**src/hw/rtl/ast_pkg.sv**
```systemverilog
// ----------------------------------------------------------------------------
// ast_pkg
// Shared types and constants of the alarm state table: operation codes,
// controller states and the command/status bundles between control and data.
// ----------------------------------------------------------------------------
`default_nettype none

package ast_pkg;

  // Fixed field widths of the channels
  localparam int FUNC_W   = 3;
  localparam int ID_IN_W  = 32;
  localparam int CNT_OUT_W = 6;

  // Operation codes; unused codes behave as a query
  typedef enum logic [FUNC_W-1:0] {
    FN_QUERY      = 3'd0,
    FN_SET_ACTIVE = 3'd1,
    FN_SET_BLOCK  = 3'd2,
    FN_ACK        = 3'd3,
    FN_RESTORE    = 3'd4,
    FN_CLEAR      = 3'd5
  } func_t;

  // Controller states
  typedef enum logic [1:0] {
    ST_IDLE,
    ST_SCAN,
    ST_UPDATE
  } state_t;

  // Controller to datapath
  typedef struct packed {
    logic accept;   // latch the incoming transaction, restart the scan
    logic scan;     // advance the table scan by one entry
    logic update;   // apply the operation and load the result register
  } cmd_t;

  // Datapath to controller
  typedef struct packed {
    logic scan_done;  // match found, every held entry compared, or clear-all
    logic out_free;   // result register can take a new result
  } sts_t;

endpackage

`default_nettype wire

```
**src/hw/rtl/ast_if.sv**
```systemverilog
// ----------------------------------------------------------------------------
// ast_in_if / ast_out_if
// Valid/ready channels of the alarm state table: request and result.
// ----------------------------------------------------------------------------
`default_nettype none

interface ast_in_if;
  import ast_pkg::*;

  logic                valid;
  logic                ready;
  logic [FUNC_W-1:0]   func;
  logic [ID_IN_W-1:0]  alarm_id;
  logic                flag_value;
  logic                ack_value;

  modport source (output valid, func, alarm_id, flag_value, ack_value, input ready);
  modport sink   (input valid, func, alarm_id, flag_value, ack_value, output ready);
endinterface

interface ast_out_if;
  import ast_pkg::*;

  logic                 valid;
  logic                 ready;
  logic                 found;
  logic                 is_active;
  logic                 is_acked;
  logic                 is_blocked;
  logic                 table_full_reject;
  logic [CNT_OUT_W-1:0] entry_count;

  modport source (output valid, found, is_active, is_acked, is_blocked,
                  table_full_reject, entry_count, input ready);
  modport sink   (input valid, found, is_active, is_acked, is_blocked,
                  table_full_reject, entry_count, output ready);
endinterface

`default_nettype wire

```
**src/hw/rtl/ast_ctrl.sv**
```systemverilog
// ----------------------------------------------------------------------------
// ast_ctrl
// Sequencer of the alarm state table: accept, scan the table, update.
// ----------------------------------------------------------------------------
`default_nettype none

module ast_ctrl (
  input  logic          clk,
  input  logic          rst_n,
  input  logic          in_valid,
  output logic          in_ready,
  output ast_pkg::cmd_t cmd,
  input  ast_pkg::sts_t sts
);
  import ast_pkg::*;

  state_t state_r, state_nxt;

  // State register
  always_ff @(posedge clk) begin
    if (!rst_n) begin
      state_r <= ST_IDLE;
    end else begin
      state_r <= state_nxt;
    end
  end

  // Next state
  always_comb begin
    state_nxt = state_r;
    unique case (state_r)
      ST_IDLE: begin
        if (in_valid) state_nxt = ST_SCAN;
      end
      ST_SCAN: begin
        if (sts.scan_done) state_nxt = ST_UPDATE;
      end
      ST_UPDATE: begin
        if (sts.out_free) state_nxt = ST_IDLE;
      end
      default: state_nxt = ST_IDLE;
    endcase
  end

  // Outputs; no transaction is taken while reset is held
  always_comb begin
    in_ready   = 1'b0;
    cmd        = '0;
    unique case (state_r)
      ST_IDLE: begin
        in_ready   = rst_n;
        cmd.accept = in_valid && rst_n;
      end
      ST_SCAN: begin
        cmd.scan = 1'b1;
      end
      ST_UPDATE: begin
        cmd.update = sts.out_free;
      end
      default: begin
        in_ready = 1'b0;
      end
    endcase
  end

endmodule

`default_nettype wire

```
**src/hw/rtl/ast_dp.sv**
```systemverilog
// ----------------------------------------------------------------------------
// ast_dp
// Datapath of the alarm state table: entry memory, scan compare, flag
// update and result register.
// ----------------------------------------------------------------------------
`default_nettype none

module ast_dp #(
  parameter int TABLE_ENTRIES = 32,
  parameter int ID_BITS       = 32
) (
  input  logic                         clk,
  input  logic                         rst_n,
  input  logic [ast_pkg::FUNC_W-1:0]   in_func,
  input  logic [ast_pkg::ID_IN_W-1:0]  in_alarm_id,
  input  logic                         in_flag_value,
  input  logic                         in_ack_value,
  input  ast_pkg::cmd_t                cmd,
  output ast_pkg::sts_t                sts,
  ast_out_if.source                    out_chan
);
  import ast_pkg::*;

  localparam int IDX_W = (TABLE_ENTRIES > 1) ? $clog2(TABLE_ENTRIES) : 1;
  localparam int CNT_W = $clog2(TABLE_ENTRIES + 1);
  localparam int ENT_W = ID_BITS + 3;   // {id, active, acked, blocked}

  // Entry memory
  logic [ENT_W-1:0] mem [TABLE_ENTRIES];
  logic [ENT_W-1:0] mem_q_r;

  // Latched transaction
  logic [FUNC_W-1:0]  func_r;
  logic [ID_BITS-1:0] id_r;
  logic               flag_r;
  logic               ack_r;

  // Scan state
  logic [CNT_W-1:0] count_r;
  logic [CNT_W-1:0] issue_idx_r;
  logic             rd_vld_r;
  logic [IDX_W-1:0] rd_idx_r;
  logic             hit_r;
  logic [IDX_W-1:0] hit_idx_r;
  logic [2:0]       hit_flags_r;

  // Result register
  logic                 out_valid_r;
  logic                 found_r, active_r, acked_r, blocked_r, reject_r;
  logic [CNT_OUT_W-1:0] cnt_out_r;

  logic issue_more;
  logic rd_en;
  logic rd_match;

  // Update results
  logic             need_insert, full, reject, have;
  logic             act_nxt, ack_nxt, blk_nxt;
  logic             wr_en;
  logic [IDX_W-1:0] wr_idx;
  logic [CNT_W-1:0] count_nxt;
  logic [CNT_W+5:0] cnt_ext;
  logic [CNT_OUT_W-1:0] cnt_sat;

  // Scan control
  assign issue_more = (issue_idx_r < count_r);
  assign rd_en      = cmd.scan && issue_more && !hit_r;
  assign rd_match   = rd_vld_r && !hit_r && (mem_q_r[ENT_W-1:3] == id_r);

  assign sts.scan_done = hit_r || (func_r == FN_CLEAR) || (!issue_more && !rd_vld_r);
  assign sts.out_free  = !out_valid_r || out_chan.ready;

  // Operation: flag update on the matched or inserted entry
  always_comb begin
    need_insert = ((func_r == FN_SET_ACTIVE) || (func_r == FN_SET_BLOCK)) && !hit_r;
    full        = (count_r == CNT_W'(TABLE_ENTRIES));
    reject      = need_insert && full;
    have        = hit_r || (need_insert && !full);
    act_nxt     = hit_r ? hit_flags_r[2] : 1'b0;
    ack_nxt     = hit_r ? hit_flags_r[1] : 1'b0;
    blk_nxt     = hit_r ? hit_flags_r[0] : 1'b0;
    wr_en       = 1'b0;
    count_nxt   = (need_insert && !full) ? count_r + CNT_W'(1) : count_r;
    wr_idx      = hit_r ? hit_idx_r : count_r[IDX_W-1:0];
    unique case (func_r)
      FN_SET_ACTIVE: begin
        wr_en = have;
        if (have && !blk_nxt && (act_nxt != flag_r)) begin
          act_nxt = flag_r;
          if (flag_r) ack_nxt = 1'b0;
        end
      end
      FN_SET_BLOCK: begin
        wr_en   = have;
        blk_nxt = flag_r;
        if (flag_r) act_nxt = 1'b0;
      end
      FN_ACK: begin
        wr_en   = have;
        ack_nxt = 1'b1;
      end
      FN_RESTORE: begin
        wr_en   = have;
        act_nxt = flag_r;
        ack_nxt = ack_r;
      end
      FN_CLEAR: begin
        have      = 1'b0;
        count_nxt = '0;
      end
      default: begin
        wr_en = 1'b0;
      end
    endcase
    // entry count saturates at the field's maximum
    cnt_ext = (CNT_W + 6)'(count_nxt);
    if (cnt_ext > (CNT_W + 6)'({CNT_OUT_W{1'b1}})) begin
      cnt_sat = {CNT_OUT_W{1'b1}};
    end else begin
      cnt_sat = cnt_ext[CNT_OUT_W-1:0];
    end
  end

  // Memory write and registered read
  always_ff @(posedge clk) begin
    if (cmd.update && wr_en) begin
      mem[wr_idx] <= {id_r, act_nxt, ack_nxt, blk_nxt};
    end
    if (rd_en) begin
      mem_q_r <= mem[issue_idx_r[IDX_W-1:0]];
    end
  end

  // Transaction latch and scan pipeline (payload, no reset)
  always_ff @(posedge clk) begin
    if (cmd.accept) begin
      func_r      <= in_func;
      id_r        <= ID_BITS'(in_alarm_id);
      flag_r      <= in_flag_value;
      ack_r       <= in_ack_value;
      issue_idx_r <= '0;
      rd_vld_r    <= 1'b0;
      hit_r       <= 1'b0;
    end else if (cmd.scan) begin
      rd_vld_r <= rd_en;
      rd_idx_r <= issue_idx_r[IDX_W-1:0];
      if (rd_en) issue_idx_r <= issue_idx_r + CNT_W'(1);
      if (rd_match) begin
        hit_r       <= 1'b1;
        hit_idx_r   <= rd_idx_r;
        hit_flags_r <= mem_q_r[2:0];
      end
    end
  end

  // Fill count
  always_ff @(posedge clk) begin
    if (!rst_n) begin
      count_r <= '0;
    end else if (cmd.update) begin
      count_r <= count_nxt;
    end
  end

  // Result register
  always_ff @(posedge clk) begin
    if (!rst_n) begin
      out_valid_r <= 1'b0;
    end else if (cmd.update) begin
      out_valid_r <= 1'b1;
    end else if (out_chan.ready) begin
      out_valid_r <= 1'b0;
    end
  end

  always_ff @(posedge clk) begin
    if (cmd.update) begin
      found_r   <= have;
      active_r  <= have && act_nxt;
      acked_r   <= have && ack_nxt;
      blocked_r <= !have || blk_nxt;
      reject_r  <= reject;
      cnt_out_r <= cnt_sat;
    end
  end

  assign out_chan.valid             = out_valid_r;
  assign out_chan.found             = found_r;
  assign out_chan.is_active         = active_r;
  assign out_chan.is_acked          = acked_r;
  assign out_chan.is_blocked        = blocked_r;
  assign out_chan.table_full_reject = reject_r;
  assign out_chan.entry_count       = cnt_out_r;

endmodule

`default_nettype wire

```
**src/hw/rtl/alarm_state_table.sv**
```systemverilog
// A transaction is taken in the idle state; the scan then compares the held
// entries in turn, and the update applies the operation and loads the result.
// One transaction at a time: the next is taken in the idle state after the update.
// Clear-all ends the scan without comparing entries; a held result stalls the update.
// Reset (rst_n low, synchronous) empties the table and drops any result.
// ----------------------------------------------------------------------------
// alarm_state_table
// Table of alarms with active, acknowledged and blocked flags, filled in
// order of first activation or block and searched by a sequential scan.
// ----------------------------------------------------------------------------
`default_nettype none

module alarm_state_table #(
  parameter int TABLE_ENTRIES = 32,
  parameter int ID_BITS       = 32
) (
  input  logic      clk,
  input  logic      rst_n,
  ast_in_if.sink    in_chan,
  ast_out_if.source out_chan
);
  import ast_pkg::*;

  cmd_t cmd;
  sts_t sts;

  // Sequencer
  ast_ctrl u_ctrl (
    .clk      (clk),
    .rst_n    (rst_n),
    .in_valid (in_chan.valid),
    .in_ready (in_chan.ready),
    .cmd      (cmd),
    .sts      (sts)
  );

  // Table and result path
  ast_dp #(
    .TABLE_ENTRIES (TABLE_ENTRIES),
    .ID_BITS       (ID_BITS)
  ) u_dp (
    .clk           (clk),
    .rst_n         (rst_n),
    .in_func       (in_chan.func),
    .in_alarm_id   (in_chan.alarm_id),
    .in_flag_value (in_chan.flag_value),
    .in_ack_value  (in_chan.ack_value),
    .cmd           (cmd),
    .sts           (sts),
    .out_chan      (out_chan)
  );

  // Checks
  a_update_free: assert property (@(posedge clk) disable iff (!rst_n)
    cmd.update |-> sts.out_free) else $error("update while result slot busy");

  a_valid_source: assert property (@(posedge clk) disable iff (!rst_n)
    $rose(out_chan.valid) |-> $past(cmd.update)) else $error("result without update");

  a_absent_flags: assert property (@(posedge clk) disable iff (!rst_n)
    (out_chan.valid && !out_chan.found) |-> (out_chan.is_blocked && !out_chan.is_active
      && !out_chan.is_acked)) else $error("absent alarm not reported as blocked");

  a_reject_absent: assert property (@(posedge clk) disable iff (!rst_n)
    (out_chan.valid && out_chan.table_full_reject) |-> !out_chan.found)
    else $error("rejected insert reported as found");

endmodule

`default_nettype wire

```
**src/flat_wrapper.sv**
```systemverilog
// flat-port wrapper written by rule: the top's interface ports become plain ports
module alarm_state_table_flat import ast_pkg::*;
#(
  parameter int TABLE_ENTRIES = 32,
  parameter int ID_BITS       = 32
)
  (clk, rst_n, in_chan_valid, in_chan_func, in_chan_alarm_id, in_chan_flag_value, in_chan_ack_value, in_chan_ready, out_chan_valid, out_chan_found, out_chan_is_active, out_chan_is_acked, out_chan_is_blocked, out_chan_table_full_reject, out_chan_entry_count, out_chan_ready);
  ast_in_if in_chan_i ();
  ast_out_if out_chan_i ();
  input  logic clk;
  input  logic rst_n;
  input wire logic [$bits(in_chan_i.valid)-1:0] in_chan_valid;
  input wire logic [$bits(in_chan_i.func)-1:0] in_chan_func;
  input wire logic [$bits(in_chan_i.alarm_id)-1:0] in_chan_alarm_id;
  input wire logic [$bits(in_chan_i.flag_value)-1:0] in_chan_flag_value;
  input wire logic [$bits(in_chan_i.ack_value)-1:0] in_chan_ack_value;
  output wire logic [$bits(in_chan_i.ready)-1:0] in_chan_ready;
  output wire logic [$bits(out_chan_i.valid)-1:0] out_chan_valid;
  output wire logic [$bits(out_chan_i.found)-1:0] out_chan_found;
  output wire logic [$bits(out_chan_i.is_active)-1:0] out_chan_is_active;
  output wire logic [$bits(out_chan_i.is_acked)-1:0] out_chan_is_acked;
  output wire logic [$bits(out_chan_i.is_blocked)-1:0] out_chan_is_blocked;
  output wire logic [$bits(out_chan_i.table_full_reject)-1:0] out_chan_table_full_reject;
  output wire logic [$bits(out_chan_i.entry_count)-1:0] out_chan_entry_count;
  input wire logic [$bits(out_chan_i.ready)-1:0] out_chan_ready;
  assign in_chan_i.valid = in_chan_valid;
  assign in_chan_i.func = in_chan_func;
  assign in_chan_i.alarm_id = in_chan_alarm_id;
  assign in_chan_i.flag_value = in_chan_flag_value;
  assign in_chan_i.ack_value = in_chan_ack_value;
  assign in_chan_ready = in_chan_i.ready;
  assign out_chan_valid = out_chan_i.valid;
  assign out_chan_found = out_chan_i.found;
  assign out_chan_is_active = out_chan_i.is_active;
  assign out_chan_is_acked = out_chan_i.is_acked;
  assign out_chan_is_blocked = out_chan_i.is_blocked;
  assign out_chan_table_full_reject = out_chan_i.table_full_reject;
  assign out_chan_entry_count = out_chan_i.entry_count;
  assign out_chan_i.ready = out_chan_ready;
  alarm_state_table #(.TABLE_ENTRIES(TABLE_ENTRIES), .ID_BITS(ID_BITS)) u_core (.clk(clk), .rst_n(rst_n), .in_chan(in_chan_i), .out_chan(out_chan_i));
endmodule
```
**config.mk**
```make
export PLATFORM = sky130hd
export DESIGN_NAME = alarm_state_table_flat
export DESIGN_NICKNAME = d
export VERILOG_FILES = /design/src/hw/rtl/ast_pkg.sv /design/src/hw/rtl/ast_if.sv /design/src/hw/rtl/ast_ctrl.sv /design/src/hw/rtl/ast_dp.sv /design/src/hw/rtl/alarm_state_table.sv /design/src/flat_wrapper.sv
export SDC_FILE = /design/constraint.sdc
export NUM_CORES = 1
export LEC_CHECK = 0
export BUFFER_PORTS_ARGS = -buffer_cell sky130_fd_sc_hd__clkbuf_2
export CORE_ASPECT_RATIO = 0.75
export CORE_MARGIN = 4
export CORE_UTILIZATION = 65
export CTS_BUF_LIST = sky130_fd_sc_hd__clkbuf_2
export CTS_CLUSTER_DIAMETER = 40
export DETAILED_ROUTE_END_ITERATION = 8
export MAX_ROUTING_LAYER = met4
export PLACE_DENSITY_LB_ADDON = 0.2
export SLEW_MARGIN = 25
export SYNTH_ARGS = -nofsm -noshare
export SYNTH_HDL_FRONTEND = slang
export SYNTH_SLANG_ARGS = --single-unit
```
**constraint.sdc**
```tcl
create_clock -name clk -period 11.02 [get_ports clk]
set_input_delay 1.653 -clock clk [delete_from_list [all_inputs] [get_ports clk]]
set_output_delay 1.653 -clock clk [all_outputs]
set_load 0.01 [all_outputs]
```
* Yosys cells after proc, flatten, opt, wreduce, memory -nomap -nowiden
Memory sizes are Yosys's and may differ from the RTL's. A register that Yosys moved wholly into a read port is not among the register bits. Cells that the tools add are included.
Storage, ports and cells: RAM bits 1120, input bits 41, register bits after elaboration 78, word-level logic and storage cells 99, memories 1
Memories:
- u_core.u_dp.mem | words 32, width 35, read ports 1, clocked after memory_dff 1, write ports 1, line ast_dp.sv:29 | logic [ENT_W-1:0] mem [TABLE_ENTRIES];
Operators by class: bitwise gates (word level) 1, mux-type cells 27, $lt $le $gt $ge 1, eq/ne operators 13, reductions and logical operators 35, add/sub/neg operators 2
Operator list (number):
- == test 32 bit | 1
- 2-to-1 mux 1 bit | 18
- logical AND 1 bit | 14
- adder 6 x 1 -> 6 bit, second input constant | 2
- 2-to-1 mux 6 bit | 2
- logical NOT 1 bit | 7
- == test 3 x 2 -> 1 bit, second input constant | 2
- == test 3 bit, second input constant | 2
- == test 6 bit, second input constant | 1
- logical OR 1 bit | 6
- < comparator 6 bit | 1
- 2-to-1 mux 2 bit | 3
- one-hot mux 1 bit (3 select lines) | 2
- one-hot mux 2 bit (3 select lines) | 1
- AND reduction 2 bit | 3
- AND reduction 3 bit | 2
- 2-to-1 mux 5 bit | 1
- != test 2 bit, second input constant | 2
- OR reduction 4 bit | 1
- == test 3 x 1 -> 1 bit, second input constant | 1
- == test 2 x 1 -> 1 bit, second input constant | 1
- == test 2 bit, second input constant | 1
- logical NOT 2 bit | 1
- != test 2 x 1 -> 1 bit, second input constant | 1
- other kinds (3) | 3

* Longest topological paths before layout
depth in word-level cells 10, gate-level depth with buffers 9, mapped depth without buffers 7

* Cells and area by module
From an unflattened synthesis, not the netlist that was laid out.
Second synthesis, totals: cell total of the unflattened synthesis 2400, area, all modules 47828.4 um^2
By module, submodules not included:
- ast_dp | cells an instance 2387, area an instance 47695.7 um^2, seq. area each 36815.3 um^2, instances 1
- ast_ctrl | cells an instance 13, area an instance 132.6 um^2, seq. area each 40.0 um^2, instances 1

* Worst setup path before layout
OpenSTA, ideal clock, no wires.
path type input to register, from input port out_chan_ready, to memory u_core.u_dp.mem[10][0] (netlist bit), enable pin, data required time 10549 ps, arrival time 5438 ps, stages 8, library setup time 471 ps, buffers on the path 2, slack 5111 ps, path through nand2b_1 nand2b_1 inv_1 o211ai_1 or3_1 clkbuf_1 buf_2 nor3_1
RTL lines:
- start: declaration | line flat_wrapper.sv:25 | input wire logic [$bits(out_chan_i.ready)-1:0] out_chan_ready;
- end: declaration | line ast_dp.sv:29

* Worst setup path after layout
from register u_core.u_dp.issue_idx_r[0], to register u_core.u_dp.mem_q_r[14], read port of u_core.u_dp.mem (data pin)
On the way: cells in the longest elaborated chain, start to end 3
Ends and longest elaborated chain:
- start: declaration | line ast_dp.sv:40 | logic [CNT_W-1:0] issue_idx_r;
- start signal: assignment | line ast_dp.sv:147 | if (rd_en) issue_idx_r <= issue_idx_r + CNT_W'(1);
- < comparator 6 bit | line ast_dp.sv:66 | assign issue_more = (issue_idx_r < count_r);
- logical AND 1 bit (2 in series) | line ast_dp.sv:67 | assign rd_en = cmd.scan && issue_more && !hit_r;
- end: declaration | line ast_dp.sv:30 | logic [ENT_W-1:0] mem_q_r;
Several ways; a longest one is shown, not always the timed one. A chain may end at the register's enable or synchronous reset.

==> metrics <==
status=complete, no violations; Tcrit/Tclk final=between 30 and 40%; number of synthesized flops with an enable pin=1216; GR Util All Layers=between 20% and 30%; H-tree depth=5; share of cells above drive strength 1=about two fifths; FF+latch count, synth=around 1200; GR Util met3=between 6 and 7%; post-synth top area share=between 70% and 80%; Synth async-reset ratio=0%; Routed WL per cell=29.8 µm; startpoint types=flop; Max VDD drop=between 0.1 and 0.15 mV; Max-Cap Viols=0; Initial Utilization=65.7%; Fin Clk Skew=around 0.096 ns; Distinct cells, synth=51; Syn Area/Cell=around 24 µm²; met2 layer usage reported by global route=40.7%; largest net degree at the start of global routing=~160; number of global-route vias before repair=roughly 24000; DR DRC count=0; Seq/Total Area, Yosys=around 78%; Worst Path Arrival=roughly 5.3 ns; Hold Buf Count CTS=0; Post-synth top flop=edfxtp_1; Worst-path clk slew=roughly 0.1 ns; met1 usage=a little over two fifths; chip height=241 µm; Die Wd=about 320 µm; worst-margin pin slew=approximately 1.1 ns; dpl hpwl=53.0 mm; RSZ-0062 raised after global routing=false; post-synthesis xor/xnor area fraction=0.649%; FP Rows=85; RePlAce Congestion=0.865; worst-path fanout max=75; CTS Root Cell=clkbuf_2; CTS max path bufs=4; final setup TNS=0 ns; Mapped Nets=~2000; area grow syn2layout=9.15%; vias=approximately 23000; CTS tree=done; total iterations of the first detailed-routing run=5; crit path buf inv count=3; Synth Area in Simple Gates=around 1.4%; final setup vio count=0; min cycle time layout=4.10 ns; Synth Instances=~2000; DRT antenna net count=0; DRT Wirelength=between 100 and 150 mm; static leakage power=16.1 nW; Setup crit end kind=flop; synth top area cells=edfxtp_1, mux4_2, mux2_2, dfxtp_1, xnor2_1; crit path cell chain=buf_6 -> buf_12 -> buf_16 -> mux4_2 -> mux4_2 -> mux2_2; relative slew slack=approximately 28%; Design Power=approximately 8.0 mW; yosys warns=0; GRT busiest layer=met1; # nets final=about 2400; grt total ovfl=0; Synth Cell Area=approximately 0.047 mm²; Yosys top cell by area=edfxtp_1; Slew Limit Fails=0; most frequent CP cell=mux4_2; number of DRC markers in iteration 0=around 3200; TritonCTS Buffers=between 200 and 300; commonest non-fill, non-tap cells in the layout=edfxtp_1, clkbuf_2, mux4_2; Port Buffers=53; Core Footprint=between 0.07 and 0.08 mm²; slowest CP cell=dfxtp_4; I/O Pins=54; final hold violations=0; storage element area=0.0369 mm²; kind of cell adding the most delay to the critical path=buffers and inverters; Fmax=about 240 MHz; WS Path Type=reg -> reg; final hold slack=between 0.3 and 0.4 ns; most common cell after layout, fill and taps aside=edfxtp_1; initial antenna violation count=3; WP data required=12.20 ns; vias per std cell=approximately 6.6; crit-path max cell delay=~0.75 ns; fin util=between 70% and 80%; largest family of logic cells by synthesized area=multiplexers; area of the multi-input gates=0.0100 mm²; PD cells=between 150 and 200 mW/mm²; Fill cells=4286; post-synthesis compound-gate area fraction=less than 1%; PostCTS Resize Cnt=0; mux contribution to synthesized area=17.6%; Skew-Pair Late Insertion Delay=1.48 ns; Adder-Cell Fraction of Synth Area=0.239%; # clock sinks=1233; Die ar.=between 0.07 and 0.08 mm²; first-pass GRT wire length=around 150 mm; Post-CTS Setup Inserts=0; Hold Crit Class=in -> reg
==> path summary, 6_finish.rpt <==
path,depth (start not counted),from,slack [ns],end
min,1,in_chan_alarm_id[1],0.36,u_core.u_dp.id_r[1]
min reg2reg,0,u_core.u_dp.mem_q_r[2],0.42,u_core.u_dp.hit_flags_r[2]
max reg2reg,6,u_core.u_dp.issue_idx_r[0],6.92,u_core.u_dp.mem_q_r[14]
max,6,u_core.u_dp.issue_idx_r[0],6.92,u_core.u_dp.mem_q_r[14]
==> cell families (layout without fill, tap and decap cells) <==
| kind of cell | count (synthesis) | in the layout |
|---|---|---|
| buffers and inverters | 115 | 630 |
| other | 0 | 6 |
| AOI/OAI and AO/OA | 67 | 67 |
| DFF | 1233 | 1233 |
| adders and majority gates | 9 | 9 |
| and+or+nand+nor | 131 | 131 |
| xor gates and xnor gates | 35 | 35 |
| muxes | 387 | 387 |
==> report_power, final <==
part,internal [mW],total [mW],switching [mW]
Clock,1.01,2.66,1.65
Sequential,5.15,5.16,0.0103
Combinational,0.0525,0.161,0.108
==> worst register-to-register path, stage by stage (launching register included) <==
cell and delay, ns:
dfxtp_4 0.75, buf_6 0.66, buf_12 0.44, buf_16 0.46, mux4_2 0.74, mux4_2 0.53, mux2_2 0.28
==> layout make-up <==
| class | instances | share of cell area (%) |
|---|---|---|
| antenna | 6 | 0.0291 |
| inverter | 19 | 0.143 |
| clock buffer | 410 | 3.98 |
| timing repair buffer | 145 | 2.01 |
| multi-input combinational | 629 | 19.5 |
| sequential | 1233 | 71.6 |
| tap | 957 | 2.32 |
| clock inverter | 56 | 0.471 |
==> state kept, by name, indices dropped and copies added (netlist names), 2 cells and up <==
| name | cells |
|---|---|
| u_core.u_dp.id_r | 32 |
| u_core.u_dp.out_chan.entry_count | 6 |
| u_core.u_dp.func_r | 3 |
| u_core.u_dp.rd_idx_r | 5 |
| u_core.u_ctrl.state_r | 2 |
| u_core.u_dp.hit_idx_r | 5 |
| u_core.u_dp.mem_q_r | 35 |
| u_core.u_dp.hit_flags_r | 3 |
| u_core.u_dp.issue_idx_r | 6 |
| u_core.u_dp.count_r | 6 |
| u_core.u_dp.mem | 1120 |
==> metrics by stage <==
stage | worst slack (ns) | instance area [µm²] | instances
detailed placement | 5.76 | 49100 | 2976
CTS | 6.36 | 51400 | 3442
global route | 6.61 | 51500 | 3455
floorplan | 5.11 | 47200 | 1977
global placement | 5.66 | 49100 | 2975
finish | 6.92 | 51500 | 3455
==> cell usage after synthesis, types with 5 or more instances <==
master,number
buf_2,25
mux2_2,35
clkbuf_1,56
nand4_1,7
a21oi_1,15
buf_1,6
nor3_1,35
inv_1,19
or3_1,6
edfxtp_1,1216
xnor2_1,30
ha_1,9
nand3_1,8
nor2_1,23
o21ai_0,10
nand2b_1,7
mux4_2,350
a31oi_1,5
xor2_1,5
nand2_1,23
dfxtp_1,17
buf_4,6
a21boi_0,5
==> metal layers <==
metal | share of wire [%] | wire, µm
met5 | 0 | 0
met4 | 2.1 | 2200
met3 | 11 | 11000
met2 | 47 | 48000
met1 | 41 | 41700
No activity file was read; power rests on OpenSTA's default activity.
